<file path="config.mk">
export PLATFORM = sky130hd
export DESIGN_NAME = altitude_cascade_pid_core_flat
export DESIGN_NICKNAME = d
export VERILOG_FILES = /design/src/hdl/acp_pkg.sv /design/src/hdl/acp_ifs.sv /design/src/hdl/acp_seq.sv /design/src/hdl/acp_dpath.sv /design/src/hdl/altitude_cascade_pid_core.sv /design/src/flat_wrapper.sv
export SDC_FILE = /design/constraint.sdc
export NUM_CORES = 2
export LEC_CHECK = 0
export BUFFER_PORTS_ARGS = -buffer_cell sky130_fd_sc_hd__buf_2
export CAP_MARGIN = 20
export CORE_MARGIN = 5
export CORE_UTILIZATION = 40
export CTS_CLUSTER_DIAMETER = 120
export DETAILED_ROUTE_END_ITERATION = 16
export GPL_TIMING_DRIVEN = 1
export SYNTH_ARGS = -nofsm -noshare
export SYNTH_HDL_FRONTEND = slang
export SYNTH_HIERARCHICAL = 1
export SYNTH_SLANG_ARGS = --single-unit
export TNS_END_PERCENT = 1
</file>
<file path="constraint.sdc">
create_clock -name clk -period 12.71 [get_ports clk]
set_clock_uncertainty 0.2 [all_clocks]
set_input_delay 1.271 -clock clk [delete_from_list [all_inputs] [get_ports clk]]
set_output_delay 1.271 -clock clk [all_outputs]
set_load 0.02 [all_outputs]
</file>
<file path="src/hdl/acp_pkg.sv">
`timescale 1ns / 1ps
// ----------------------------------------------------------------------------
// acp_pkg: shared types, codes and helpers of the altitude cascade pid
// micro-op codes, jump conditions, register indexes, control/status structs
// and the q16.16 saturation helpers
// ----------------------------------------------------------------------------
package acp_pkg;

	localparam int PC_W      = 5;
	localparam int OP_W      = 5;
	localparam int JC_W      = 3;
	localparam int CFG_IDX_W = 3;
	localparam int NUM_W     = 48;   // derivative dividend magnitude, |dv| << 16
	localparam int CNT_W     = 6;
	localparam int SUM_W     = 34;   // exact sum of four 32 bit terms

	// register indexes
	localparam logic [CFG_IDX_W-1:0] CFG_ALT_GAIN = 3'd0;
	localparam logic [CFG_IDX_W-1:0] CFG_CLIMB    = 3'd1;
	localparam logic [CFG_IDX_W-1:0] CFG_VEL_P    = 3'd2;
	localparam logic [CFG_IDX_W-1:0] CFG_VEL_I    = 3'd3;
	localparam logic [CFG_IDX_W-1:0] CFG_VEL_D    = 3'd4;
	localparam logic [CFG_IDX_W-1:0] CFG_HOVER    = 3'd5;
	localparam logic [CFG_IDX_W-1:0] CFG_CEILING  = 3'd6;

	// register reset values
	localparam logic signed [31:0] ALT_GAIN_RST = 32'sd65536;
	localparam logic        [30:0] CLIMB_RST    = 31'd131072;
	localparam logic signed [31:0] VEL_GAIN_RST = 32'sd0;
	localparam logic signed [31:0] HOVER_RST    = 32'sd3276800;
	localparam logic signed [31:0] CEILING_RST  = 32'sd5898240;

	// fixed limits, q16.16
	localparam logic signed [31:0] INTEG_LIM = 32'sd983040;   // 15.0
	localparam logic signed [31:0] THR_FLOOR = 32'sd655360;   // 10.0

	// micro-ops
	localparam logic [OP_W-1:0] OP_NOP      = 5'd0;
	localparam logic [OP_W-1:0] OP_AERR     = 5'd1;
	localparam logic [OP_W-1:0] OP_MUL_AG   = 5'd2;
	localparam logic [OP_W-1:0] OP_VTGT     = 5'd3;
	localparam logic [OP_W-1:0] OP_VERR     = 5'd4;
	localparam logic [OP_W-1:0] OP_MUL_PG   = 5'd5;
	localparam logic [OP_W-1:0] OP_P        = 5'd6;
	localparam logic [OP_W-1:0] OP_MUL_DT   = 5'd7;
	localparam logic [OP_W-1:0] OP_INTEG    = 5'd8;
	localparam logic [OP_W-1:0] OP_MUL_IG   = 5'd9;
	localparam logic [OP_W-1:0] OP_I        = 5'd10;
	localparam logic [OP_W-1:0] OP_DIV_INIT = 5'd11;
	localparam logic [OP_W-1:0] OP_DIV_STEP = 5'd12;
	localparam logic [OP_W-1:0] OP_DQ       = 5'd13;
	localparam logic [OP_W-1:0] OP_MUL_DG   = 5'd14;
	localparam logic [OP_W-1:0] OP_D        = 5'd15;
	localparam logic [OP_W-1:0] OP_OUT      = 5'd16;
	localparam logic [OP_W-1:0] OP_HOVER    = 5'd17;

	// jump conditions: taken means pc <= target, else pc <= pc + 1
	localparam logic [JC_W-1:0] JC_NEXT     = 3'd0;
	localparam logic [JC_W-1:0] JC_ALWAYS   = 3'd1;
	localparam logic [JC_W-1:0] JC_NO_IN    = 3'd2;
	localparam logic [JC_W-1:0] JC_DT_ZERO  = 3'd3;
	localparam logic [JC_W-1:0] JC_DIV_MORE = 3'd4;
	localparam logic [JC_W-1:0] JC_OUT_BUSY = 3'd5;

	typedef struct packed {
		logic            in_ready;
		logic [OP_W-1:0] op;
		logic [JC_W-1:0] cond;
		logic [PC_W-1:0] target;
	} ctl_t;

	typedef struct packed {
		logic in_fire;
		logic dt_zero;
		logic div_more;
		logic out_busy;
	} stat_t;

	typedef struct packed {
		logic signed [31:0] alt_gain;
		logic        [30:0] climb;
		logic signed [31:0] vel_p;
		logic signed [31:0] vel_i;
		logic signed [31:0] vel_d;
		logic signed [31:0] hover;
		logic signed [31:0] ceiling;
	} cfg_regs_t;

	// q16.16 product: floor shift by 16, saturate to 32 bits
	function automatic logic signed [31:0] sat_q(input logic signed [63:0] p);
		logic signed [47:0] s;
		s = p[63:16];
		if (s > 48'sd2147483647)
			return 32'sh7fff_ffff;
		else if (s < -48'sd2147483648)
			return 32'sh8000_0000;
		else
			return s[31:0];
	endfunction

	// saturate a wide sum to 32 bits
	function automatic logic signed [31:0] sat_sum(input logic signed [SUM_W-1:0] v);
		if (v > 34'sd2147483647)
			return 32'sh7fff_ffff;
		else if (v < -34'sd2147483648)
			return 32'sh8000_0000;
		else
			return v[31:0];
	endfunction

endpackage

</file>
<file path="src/hdl/acp_ifs.sv">
`timescale 1ns / 1ps
// ----------------------------------------------------------------------------
// acp channel interfaces
// sample beats in, throttle beats out, register writes
// ----------------------------------------------------------------------------
interface acp_in_if;
	logic               valid;
	logic               ready;
	logic signed [31:0] target_altitude;
	logic signed [31:0] measured_altitude;
	logic signed [31:0] measured_velocity;
	logic        [30:0] time_step;

	modport source(output valid, target_altitude, measured_altitude, measured_velocity,
		time_step, input ready);
	modport sink(input valid, target_altitude, measured_altitude, measured_velocity,
		time_step, output ready);
endinterface

interface acp_out_if;
	logic               valid;
	logic               ready;
	logic signed [31:0] throttle;

	modport source(output valid, throttle, input ready);
	modport sink(input valid, throttle, output ready);
endinterface

interface acp_cfg_if;
	logic                          valid;
	logic                          ready;
	logic [acp_pkg::CFG_IDX_W-1:0] index;
	logic [31:0]                   data;

	modport source(output valid, index, data, input ready);
	modport sink(input valid, index, data, output ready);
endinterface

</file>
<file path="src/hdl/acp_seq.sv">
`timescale 1ns / 1ps
// ----------------------------------------------------------------------------
// acp_seq: microcode sequencer
// step counter over a read-only program, one control word per step
// ----------------------------------------------------------------------------
module acp_seq (
	input  logic           clk,
	input  logic           arst_n,
	input  acp_pkg::stat_t stat,
	output acp_pkg::ctl_t  ctl
);

	localparam logic [acp_pkg::PC_W-1:0] U_IDLE  = 5'd0;
	localparam logic [acp_pkg::PC_W-1:0] U_DIV   = 5'd12;
	localparam logic [acp_pkg::PC_W-1:0] U_OUT   = 5'd16;
	localparam logic [acp_pkg::PC_W-1:0] U_HOVER = 5'd18;

	logic [acp_pkg::PC_W-1:0] pc_q;
	logic                     taken;

	function automatic acp_pkg::ctl_t ucode(input logic [acp_pkg::PC_W-1:0] pc);
		acp_pkg::ctl_t w;
		w = '{in_ready: 1'b0, op: acp_pkg::OP_NOP, cond: acp_pkg::JC_NEXT, target: U_IDLE};
		case (pc)
			5'd0: begin
				w.in_ready = 1'b1;
				w.cond     = acp_pkg::JC_NO_IN;
				w.target   = U_IDLE;
			end
			5'd1: begin
				w.op     = acp_pkg::OP_AERR;
				w.cond   = acp_pkg::JC_DT_ZERO;
				w.target = U_HOVER;
			end
			5'd2:  w.op = acp_pkg::OP_MUL_AG;
			5'd3:  w.op = acp_pkg::OP_VTGT;
			5'd4:  w.op = acp_pkg::OP_VERR;
			5'd5:  w.op = acp_pkg::OP_MUL_PG;
			5'd6:  w.op = acp_pkg::OP_P;
			5'd7:  w.op = acp_pkg::OP_MUL_DT;
			5'd8:  w.op = acp_pkg::OP_INTEG;
			5'd9:  w.op = acp_pkg::OP_MUL_IG;
			5'd10: w.op = acp_pkg::OP_I;
			5'd11: w.op = acp_pkg::OP_DIV_INIT;
			5'd12: begin
				w.op     = acp_pkg::OP_DIV_STEP;
				w.cond   = acp_pkg::JC_DIV_MORE;
				w.target = U_DIV;
			end
			5'd13: w.op = acp_pkg::OP_DQ;
			5'd14: w.op = acp_pkg::OP_MUL_DG;
			5'd15: w.op = acp_pkg::OP_D;
			5'd16: begin
				w.op     = acp_pkg::OP_OUT;
				w.cond   = acp_pkg::JC_OUT_BUSY;
				w.target = U_OUT;
			end
			5'd18: begin
				w.op     = acp_pkg::OP_HOVER;
				w.cond   = acp_pkg::JC_OUT_BUSY;
				w.target = U_HOVER;
			end
			default: w.cond = acp_pkg::JC_ALWAYS;   // 17, 19 and unused steps
		endcase
		return w;
	endfunction

	assign ctl = ucode(pc_q);

	always_comb begin
		case (ctl.cond)
			acp_pkg::JC_NEXT:     taken = 1'b0;
			acp_pkg::JC_ALWAYS:   taken = 1'b1;
			acp_pkg::JC_NO_IN:    taken = ~stat.in_fire;
			acp_pkg::JC_DT_ZERO:  taken = stat.dt_zero;
			acp_pkg::JC_DIV_MORE: taken = stat.div_more;
			acp_pkg::JC_OUT_BUSY: taken = stat.out_busy;
			default:              taken = 1'b1;
		endcase
	end

	always_ff @(posedge clk or negedge arst_n) begin
		if (!arst_n) begin
			pc_q <= U_IDLE;
		end else if (taken) begin
			pc_q <= ctl.target;
		end else begin
			pc_q <= pc_q + 1'b1;
		end
	end

endmodule

</file>
<file path="src/hdl/acp_dpath.sv">
`timescale 1ns / 1ps
// ----------------------------------------------------------------------------
// acp_dpath: controller datapath
// shared multiplier, restoring divider, accumulator and result register
// ----------------------------------------------------------------------------
module acp_dpath (
	input  logic               clk,
	input  logic               arst_n,
	input  acp_pkg::ctl_t      ctl,
	input  acp_pkg::cfg_regs_t regs,
	output acp_pkg::stat_t     stat,
	acp_in_if.sink             sample,
	acp_out_if.source          cmd
);

	// captured sample
	logic signed [31:0] tgt_q, alt_q, vel_q;
	logic        [30:0] dt_q;
	// work registers
	logic signed [31:0]               x_q;
	logic signed [31:0]               verr_q;
	logic signed [acp_pkg::SUM_W-1:0] sum_q;
	logic signed [63:0]               prod_q;
	logic        [30:0]               rem_q;
	logic        [acp_pkg::NUM_W-1:0] quo_q;
	logic                             neg_q;
	logic        [acp_pkg::CNT_W-1:0] cnt_q;
	logic signed [31:0]               res_q;
	// loop state
	logic signed [31:0] integ_q, prev_q;
	logic               res_vld_q;

	logic                             in_fire, out_busy, load_res;
	logic signed [31:0]               mul_a, mul_b;
	logic signed [63:0]               prod;
	logic signed [31:0]               q_sat;
	logic signed [31:0]               lim, vtgt;
	logic signed [acp_pkg::SUM_W-1:0] aerr_w, verr_w, dv_w;
	logic signed [48:0]               integ_w;
	logic signed [31:0]               integ_nx;
	logic        [31:0]               dv_mag;
	logic        [32:0]               trial;
	logic        [31:0]               shifted;
	logic signed [31:0]               dq;
	logic signed [31:0]               thr;

	assign sample.ready = ctl.in_ready;
	assign in_fire      = sample.valid & sample.ready;
	assign out_busy     = res_vld_q & ~cmd.ready;
	assign load_res     = ((ctl.op == acp_pkg::OP_OUT) || (ctl.op == acp_pkg::OP_HOVER))
		&& !out_busy;

	assign stat.in_fire  = in_fire;
	assign stat.dt_zero  = (dt_q == '0);
	assign stat.div_more = (cnt_q != '0);
	assign stat.out_busy = out_busy;

	assign cmd.valid    = res_vld_q;
	assign cmd.throttle = res_q;

	// shared multiplier operand select
	always_comb begin
		case (ctl.op)
			acp_pkg::OP_MUL_AG: begin mul_a = regs.alt_gain; mul_b = x_q;             end
			acp_pkg::OP_MUL_PG: begin mul_a = regs.vel_p;    mul_b = verr_q;          end
			acp_pkg::OP_MUL_DT: begin mul_a = verr_q;        mul_b = {1'b0, dt_q};    end
			acp_pkg::OP_MUL_IG: begin mul_a = regs.vel_i;    mul_b = integ_q;         end
			acp_pkg::OP_MUL_DG: begin mul_a = regs.vel_d;    mul_b = x_q;             end
			default:            begin mul_a = '0;            mul_b = '0;              end
		endcase
	end
	assign prod  = mul_a * mul_b;
	assign q_sat = acp_pkg::sat_q(prod_q);

	// outer loop and error terms
	assign aerr_w = {{2{tgt_q[31]}}, tgt_q} - {{2{alt_q[31]}}, alt_q};
	assign verr_w = {{2{x_q[31]}}, x_q} - {{2{vel_q[31]}}, vel_q};
	assign dv_w   = {{2{verr_q[31]}}, verr_q} - {{2{prev_q[31]}}, prev_q};
	assign lim    = {1'b0, regs.climb};

	always_comb begin
		vtgt = q_sat;
		if (vtgt > lim)
			vtgt = lim;
		if (vtgt < -lim)
			vtgt = -lim;
	end

	// integral accumulate with +-15 clamp
	assign integ_w = {{17{integ_q[31]}}, integ_q} + {prod_q[63], prod_q[63:16]};
	always_comb begin
		if (integ_w > $signed({{17{acp_pkg::INTEG_LIM[31]}}, acp_pkg::INTEG_LIM}))
			integ_nx = acp_pkg::INTEG_LIM;
		else if (integ_w < -$signed({{17{acp_pkg::INTEG_LIM[31]}}, acp_pkg::INTEG_LIM}))
			integ_nx = -acp_pkg::INTEG_LIM;
		else
			integ_nx = integ_w[31:0];
	end

	// divider: magnitude of the error change, one quotient bit per step
	assign dv_mag  = dv_w[acp_pkg::SUM_W-1] ? 32'(-dv_w) : dv_w[31:0];
	assign shifted = {rem_q, quo_q[acp_pkg::NUM_W-1]};
	assign trial   = {1'b0, shifted} - {2'b00, dt_q};

	// signed quotient, truncated toward zero and saturated
	always_comb begin
		if (!neg_q)
			dq = (quo_q > 48'd2147483647) ? 32'sh7fff_ffff : quo_q[31:0];
		else
			dq = (quo_q > 48'd2147483648) ? 32'sh8000_0000 : -quo_q[31:0];
	end

	// throttle clamp: ceiling first, floor last
	always_comb begin
		thr = acp_pkg::sat_sum(sum_q);
		if (thr > regs.ceiling)
			thr = regs.ceiling;
		if (thr < acp_pkg::THR_FLOOR)
			thr = acp_pkg::THR_FLOOR;
	end

	// payload registers
	always_ff @(posedge clk) begin
		if (in_fire) begin
			tgt_q <= sample.target_altitude;
			alt_q <= sample.measured_altitude;
			vel_q <= sample.measured_velocity;
			dt_q  <= sample.time_step;
		end
		case (ctl.op)
			acp_pkg::OP_AERR:   x_q    <= acp_pkg::sat_sum(aerr_w);
			acp_pkg::OP_VTGT:   x_q    <= vtgt;
			acp_pkg::OP_VERR:   verr_q <= acp_pkg::sat_sum(verr_w);
			acp_pkg::OP_P:      sum_q  <= {{2{regs.hover[31]}}, regs.hover}
				+ {{2{q_sat[31]}}, q_sat};
			acp_pkg::OP_I,
			acp_pkg::OP_D:      sum_q  <= sum_q + {{2{q_sat[31]}}, q_sat};
			acp_pkg::OP_DIV_INIT: begin
				quo_q <= {dv_mag, 16'h0000};
				rem_q <= '0;
				neg_q <= dv_w[acp_pkg::SUM_W-1];
				cnt_q <= acp_pkg::CNT_W'(acp_pkg::NUM_W - 1);
			end
			acp_pkg::OP_DIV_STEP: begin
				rem_q <= trial[32] ? shifted[30:0] : trial[30:0];
				quo_q <= {quo_q[acp_pkg::NUM_W-2:0], ~trial[32]};
				cnt_q <= cnt_q - 1'b1;
			end
			acp_pkg::OP_DQ:     x_q    <= dq;
			default: ;
		endcase
		case (ctl.op)
			acp_pkg::OP_MUL_AG,
			acp_pkg::OP_MUL_PG,
			acp_pkg::OP_MUL_DT,
			acp_pkg::OP_MUL_IG,
			acp_pkg::OP_MUL_DG: prod_q <= prod;
			default: ;
		endcase
		if (load_res)
			res_q <= (ctl.op == acp_pkg::OP_HOVER) ? regs.hover : thr;
	end

	// loop state and result valid
	always_ff @(posedge clk or negedge arst_n) begin
		if (!arst_n) begin
			integ_q   <= '0;
			prev_q    <= '0;
			res_vld_q <= 1'b0;
		end else begin
			if (ctl.op == acp_pkg::OP_INTEG)
				integ_q <= integ_nx;
			if (ctl.op == acp_pkg::OP_DIV_INIT)
				prev_q <= verr_q;
			if (load_res)
				res_vld_q <= 1'b1;
			else if (cmd.valid && cmd.ready)
				res_vld_q <= 1'b0;
		end
	end

endmodule

</file>
<file path="src/hdl/altitude_cascade_pid_core.sv">
`timescale 1ns / 1ps
// ----------------------------------------------------------------------------
// altitude_cascade_pid_core: two-loop altitude controller, q16.16
// proportional altitude loop feeding a clamped velocity pid, one throttle
// beat per sample beat, run by a microcoded sequencer over a shared datapath
// ----------------------------------------------------------------------------
//
//  channel  dir  beat carries                                          ready
//  -------  ---  ----------------------------------------------------  -----------------
//  sample   in   target/measured altitude, measured velocity, time_step  sequencer idle
//  cmd      out  throttle                                              held until taken
//  cfg      in   index, data (register write)                          always
//
// work per sample: the 48 one-bit steps of the restoring divider for the
//   derivative set most of it, the rest is one micro-op per cycle around the
//   single 32x32 multiplier while no waiting throttle holds the result step
// zero time_step: the program skips straight to the hover result step
// reset: clears the step counter, integral, previous error and result valid;
//   registers return to their defaults
// stalls: a waiting throttle holds the next result step only; the next sample
//   is taken while the previous throttle is still waiting
//
module altitude_cascade_pid_core (
	input logic       clk,
	input logic       arst_n,
	acp_cfg_if.sink   cfg,
	acp_in_if.sink    sample,
	acp_out_if.source cmd
);

	acp_pkg::cfg_regs_t regs_q;   // configuration registers
	acp_pkg::ctl_t      ctl;      // current control word
	acp_pkg::stat_t     stat;     // datapath flags for jumps

	// register writes must be issued only while the controller is idle; the core itself does not enforce it
	assign cfg.ready = 1'b1;

	always_ff @(posedge clk or negedge arst_n) begin
		if (!arst_n) begin
			regs_q.alt_gain <= acp_pkg::ALT_GAIN_RST;
			regs_q.climb    <= acp_pkg::CLIMB_RST;
			regs_q.vel_p    <= acp_pkg::VEL_GAIN_RST;
			regs_q.vel_i    <= acp_pkg::VEL_GAIN_RST;
			regs_q.vel_d    <= acp_pkg::VEL_GAIN_RST;
			regs_q.hover    <= acp_pkg::HOVER_RST;
			regs_q.ceiling  <= acp_pkg::CEILING_RST;
		end else if (cfg.valid && cfg.ready) begin
			case (cfg.index)
				acp_pkg::CFG_ALT_GAIN: regs_q.alt_gain <= cfg.data;
				acp_pkg::CFG_CLIMB:    regs_q.climb    <= cfg.data[30:0];
				acp_pkg::CFG_VEL_P:    regs_q.vel_p    <= cfg.data;
				acp_pkg::CFG_VEL_I:    regs_q.vel_i    <= cfg.data;
				acp_pkg::CFG_VEL_D:    regs_q.vel_d    <= cfg.data;
				acp_pkg::CFG_HOVER:    regs_q.hover    <= cfg.data;
				acp_pkg::CFG_CEILING:  regs_q.ceiling  <= cfg.data;
				default: ;   // unknown index, write dropped
			endcase
		end
	end

	// program counter and control store
	acp_seq u_seq (
		.clk    (clk),
		.arst_n (arst_n),
		.stat   (stat),
		.ctl    (ctl)
	);

	// arithmetic, loop state and the throttle output register
	acp_dpath u_dpath (
		.clk    (clk),
		.arst_n (arst_n),
		.ctl    (ctl),
		.regs   (regs_q),
		.stat   (stat),
		.sample (sample),
		.cmd    (cmd)
	);

	// one sample in flight: the sequencer leaves idle right after an accept
	ap_one_item: assert property (@(posedge clk) disable iff (!arst_n)
		sample.valid && sample.ready |=> !sample.ready)
		else $error("sample accepted while another is in work");

	// zero time_step must branch to hover and never reach the divider
	ap_div_dt: assert property (@(posedge clk) disable iff (!arst_n)
		ctl.op == acp_pkg::OP_DIV_STEP |-> !stat.dt_zero)
		else $error("divider running with zero divisor");

	// a throttle beat appears only from a result step of the program
	ap_res_src: assert property (@(posedge clk) disable iff (!arst_n)
		$rose(cmd.valid) |-> $past(ctl.op == acp_pkg::OP_OUT || ctl.op == acp_pkg::OP_HOVER))
		else $error("throttle valid raised outside a result step");

endmodule

</file>
<file path="src/flat_wrapper.sv">
// flat-port wrapper written by rule: the top's interface ports become plain ports
module altitude_cascade_pid_core_flat 
  (clk, arst_n, cfg_valid, cfg_index, cfg_data, cfg_ready, sample_valid, sample_target_altitude, sample_measured_altitude, sample_measured_velocity, sample_time_step, sample_ready, cmd_valid, cmd_throttle, cmd_ready);
  acp_cfg_if cfg_i ();
  acp_in_if sample_i ();
  acp_out_if cmd_i ();
  input logic clk;
  input logic arst_n;
  input wire logic [$bits(cfg_i.valid)-1:0] cfg_valid;
  input wire logic [$bits(cfg_i.index)-1:0] cfg_index;
  input wire logic [$bits(cfg_i.data)-1:0] cfg_data;
  output wire logic [$bits(cfg_i.ready)-1:0] cfg_ready;
  input wire logic [$bits(sample_i.valid)-1:0] sample_valid;
  input wire logic [$bits(sample_i.target_altitude)-1:0] sample_target_altitude;
  input wire logic [$bits(sample_i.measured_altitude)-1:0] sample_measured_altitude;
  input wire logic [$bits(sample_i.measured_velocity)-1:0] sample_measured_velocity;
  input wire logic [$bits(sample_i.time_step)-1:0] sample_time_step;
  output wire logic [$bits(sample_i.ready)-1:0] sample_ready;
  output wire logic [$bits(cmd_i.valid)-1:0] cmd_valid;
  output wire logic [$bits(cmd_i.throttle)-1:0] cmd_throttle;
  input wire logic [$bits(cmd_i.ready)-1:0] cmd_ready;
  assign cfg_i.valid = cfg_valid;
  assign cfg_i.index = cfg_index;
  assign cfg_i.data = cfg_data;
  assign cfg_ready = cfg_i.ready;
  assign sample_i.valid = sample_valid;
  assign sample_i.target_altitude = sample_target_altitude;
  assign sample_i.measured_altitude = sample_measured_altitude;
  assign sample_i.measured_velocity = sample_measured_velocity;
  assign sample_i.time_step = sample_time_step;
  assign sample_ready = sample_i.ready;
  assign cmd_valid = cmd_i.valid;
  assign cmd_throttle = cmd_i.throttle;
  assign cmd_i.ready = cmd_ready;
  altitude_cascade_pid_core u_core (.clk(clk), .arst_n(arst_n), .cfg(cfg_i), .sample(sample_i), .cmd(cmd_i));
endmodule
</file>
==> impl_metrics.ini <==
[power_and_ir_drop]
swShare_pct = 50.2
netSwitchingPower_mw = 8.44
p_comb_share_pct = 62.8
p_int_mw = 8.38
seqPwrFrac_pct = 22.5
irDropWorstVdd_mv = 0.176
p_per_area_mw_per_mm2 = 190
p_leak_nw = 40.5
power_mw = 16.8
pwr-share-clk_pct = 14.7

[detailed_routing]
wl_per_cell_um = 24.5
drc_errors = 0
wl_um = 277000
dr_total_vias = 63700
drtIter0Drc = 6110
avgViaCountPerCell = 5.64
dr.pass1.iters = 8
drt.antenna.violating_nets = 0

[global_route]
grt_overflow = 0
grt_pass1_vias = 64200
grt_pass1_wl_um = 414000
antenna_found_initial = 10
groute.usage.overall_pct = 26.1
grt_max_degree = 90

[worst_setup_path]
worst-path-max-fanout = 48
critical_path.startpoint = u_core/u_seq/pc_q[0]
critPathLaunchType = flip-flop
crit_top_cell = fa_1
worstReg2RegStart = u_core/u_seq/pc_q[0]
crit_type = flip-flop to flip-flop
cp_data_required_time_ps = 12910
worstPathArrival_ps = 12650
slowest_stage = a221oi_2
worst_setup_path_end_kind = flip-flop
cp_slowest_stage_delay_ps = 1000

[clock_network]
path_clk_slew_ps = 60
ctsHtreeMaxLevel = 3
cts_tree = built
clock_latency_ps = 690
cts_root_buf = clkbuf_16
numCtsBuffers = 81
clk_path_buf_depth = 3
clock_sinks = 684

[sta]
fmax_ghz = 0.0804
maxSlewViolCount = 0
worst_slew_pin_slew_ps = 1260
whs_ps = 308
period_share_pct = 97.9
relSlewSlack_pct = 15.9
setup-violations-final = 0
finalHoldViolations = 0
final.min_clock_period_ps = 12440
finalSetupTns_ps = 0
postLayoutSetupSlackWorst_ps = 266

[floorplanning]
die_y_um = 458
die_area_mm2 = 0.210
io_pins = 202
rows = 164
die_w_um = 458
core_mm2 = 0.200
start_util_pct = 40.2

[synth]
syn_area_mm2 = 0.0804
synth_nets = 10200
ys_warn_count = 6
synthCells = 8442
synth.avg_cell_area_um2 = 9.52

[run_status]
status = complete, no violations

[final_layout]
area_growth_pct = 9.87
final_nets = 10300
layout-drive-gt1-share_pct = 10.6
fillers = 19300

[placed_design]
io_buffers = 200
detailedPlace.worstSlack_ps = 159
dp_hpwl_um = 222000
finalWeightedCongestion = 0.953

[worst_hold_path]
hp-class = flip-flop to flip-flop
holdCritStartpoint = u_core/regs_q[141]

[job]
max_cap_violations = 0
[final cells by class]
class,instances,area [um^2],share of cell area [%]
Clock inverter,43,571,0.646
Antenna cell,5,12.5,0.0142
Sequential cell,684,19100,21.6
Tap cell,2656,3320,3.76
Clock buffer,106,2240,2.54
Multi-Input combinational cell,5996,55100,62.4
Inverter,1399,5250,5.95
Timing Repair Buffer,408,2690,3.05
[layer usage]
layer	global-route usage [%]	part of all wire (%)	vias up
met5	0	0.013	-
met4	9.62	4.3	6
met2	40.6	45	2783
li1	-	-	28000
met3	4.64	8.9	493
met1	36.7	42	32400
[worst paths after layout]
path | endpoint | slack (ps) | cells past startpoint
worst max register to register | u_core/u_dpath/prod_q[60] | 270 | 38
worst min register to register | u_core/regs_q[141] | 310 | 1
min in group asynchronous | u_core/u_dpath/cmd.valid | 330 | 1
worst min-delay path | u_core/regs_q[141] | 310 | 1
worst max-delay path | u_core/u_dpath/prod_q[60] | 270 | 38
max in group asynchronous | u_core/regs_q[207] | 10320 | 4
[power groups by stage]
stage,combinational (mW),clock [mW],sequential [mW]
finish,10.6,2.47,3.78
global route,11.5,2.61,3.79
CTS,10.4,2.52,3.75
detailed placement,10.3,0,3.79
global placement,10.2,0,3.77
floorplan,6.90,0,3.48
[worst max-delay path: cells and delay by family, from the launching register on]
family          cells  cell delay [ps]
compound gates     11             3640
xor+xnor            1              150
fa+ha+maj          11             4830
buf+inv             8             1280
flops               1              430
simple gates        7             1620
[layout by cell type, fill, tap and decap left out, types with 28 or more instances in the layout]
master and instances:
xnor2_1 215, nor4_1 37, o21ai_0 226, xor2_1 114, a211oi_1 28, inv_1 1397
mux2i_1 92, edfxtp_1 391, buf_2 201, a21oi_1 362, nand2_1 921, dfrtp_1 284
ha_1 524, a22oi_1 36, a22o_1 38, clkbuf_16 82, o31ai_1 52, and3_1 29
mux2_2 225, buf_4 197, nor2_1 825, o21bai_1 44, a21o_1 175, nand3_1 66
a221oi_2 31, fa_1 1088, nor2b_1 53, a221o_1 62, nor3_1 90, nand2b_1 63
and2_1 42, o21a_1 63, nand4_1 65, a31oi_1 31
[sequential cells by signal, indices dropped and copies added (netlist names), 5 cells and up]
| signal | count |
|---|---|
| u_core/regs_q | 223 |
| u_core/u_dpath/alt_q | 32 |
| u_core/u_dpath/integ_q | 32 |
| u_core/u_dpath/x_q | 32 |
| u_core/u_dpath/cmd.throttle | 32 |
| u_core/u_dpath/dt_q | 31 |
| u_core/u_dpath/sum_q | 34 |
| u_core/u_dpath/prev_q | 32 |
| u_core/u_dpath/cnt_q | 6 |
| u_core/u_dpath/tgt_q | 32 |
| u_core/u_dpath/vel_q | 32 |
| u_core/u_dpath/verr_q | 32 |
| u_core/u_seq/pc_q | 5 |
| u_core/u_dpath/rem_q | 31 |
| u_core/u_dpath/quo_q | 48 |
| u_core/u_dpath/prod_q | 48 |
[per-stage QoR]
stage	utilization, %	cells	cell area, um^2
3_5_place_dp	42.7	11100	85300
6_report	44.2	11300	88300
4_1_cts	44.1	11300	88100
2_1_floorplan	-	8442	80400
5_1_grt	44.2	11300	88300
3_3_place_gp	42.7	11100	85300
[timing repair]
item	in CTS	in global routing
setup endpoints to repair	0	6
setup buffers	0	7
hold endpoints to repair	0	0
hold buffers	0	0
resized for setup	0	4
No activity file was read; power rests on OpenSTA's default activity.
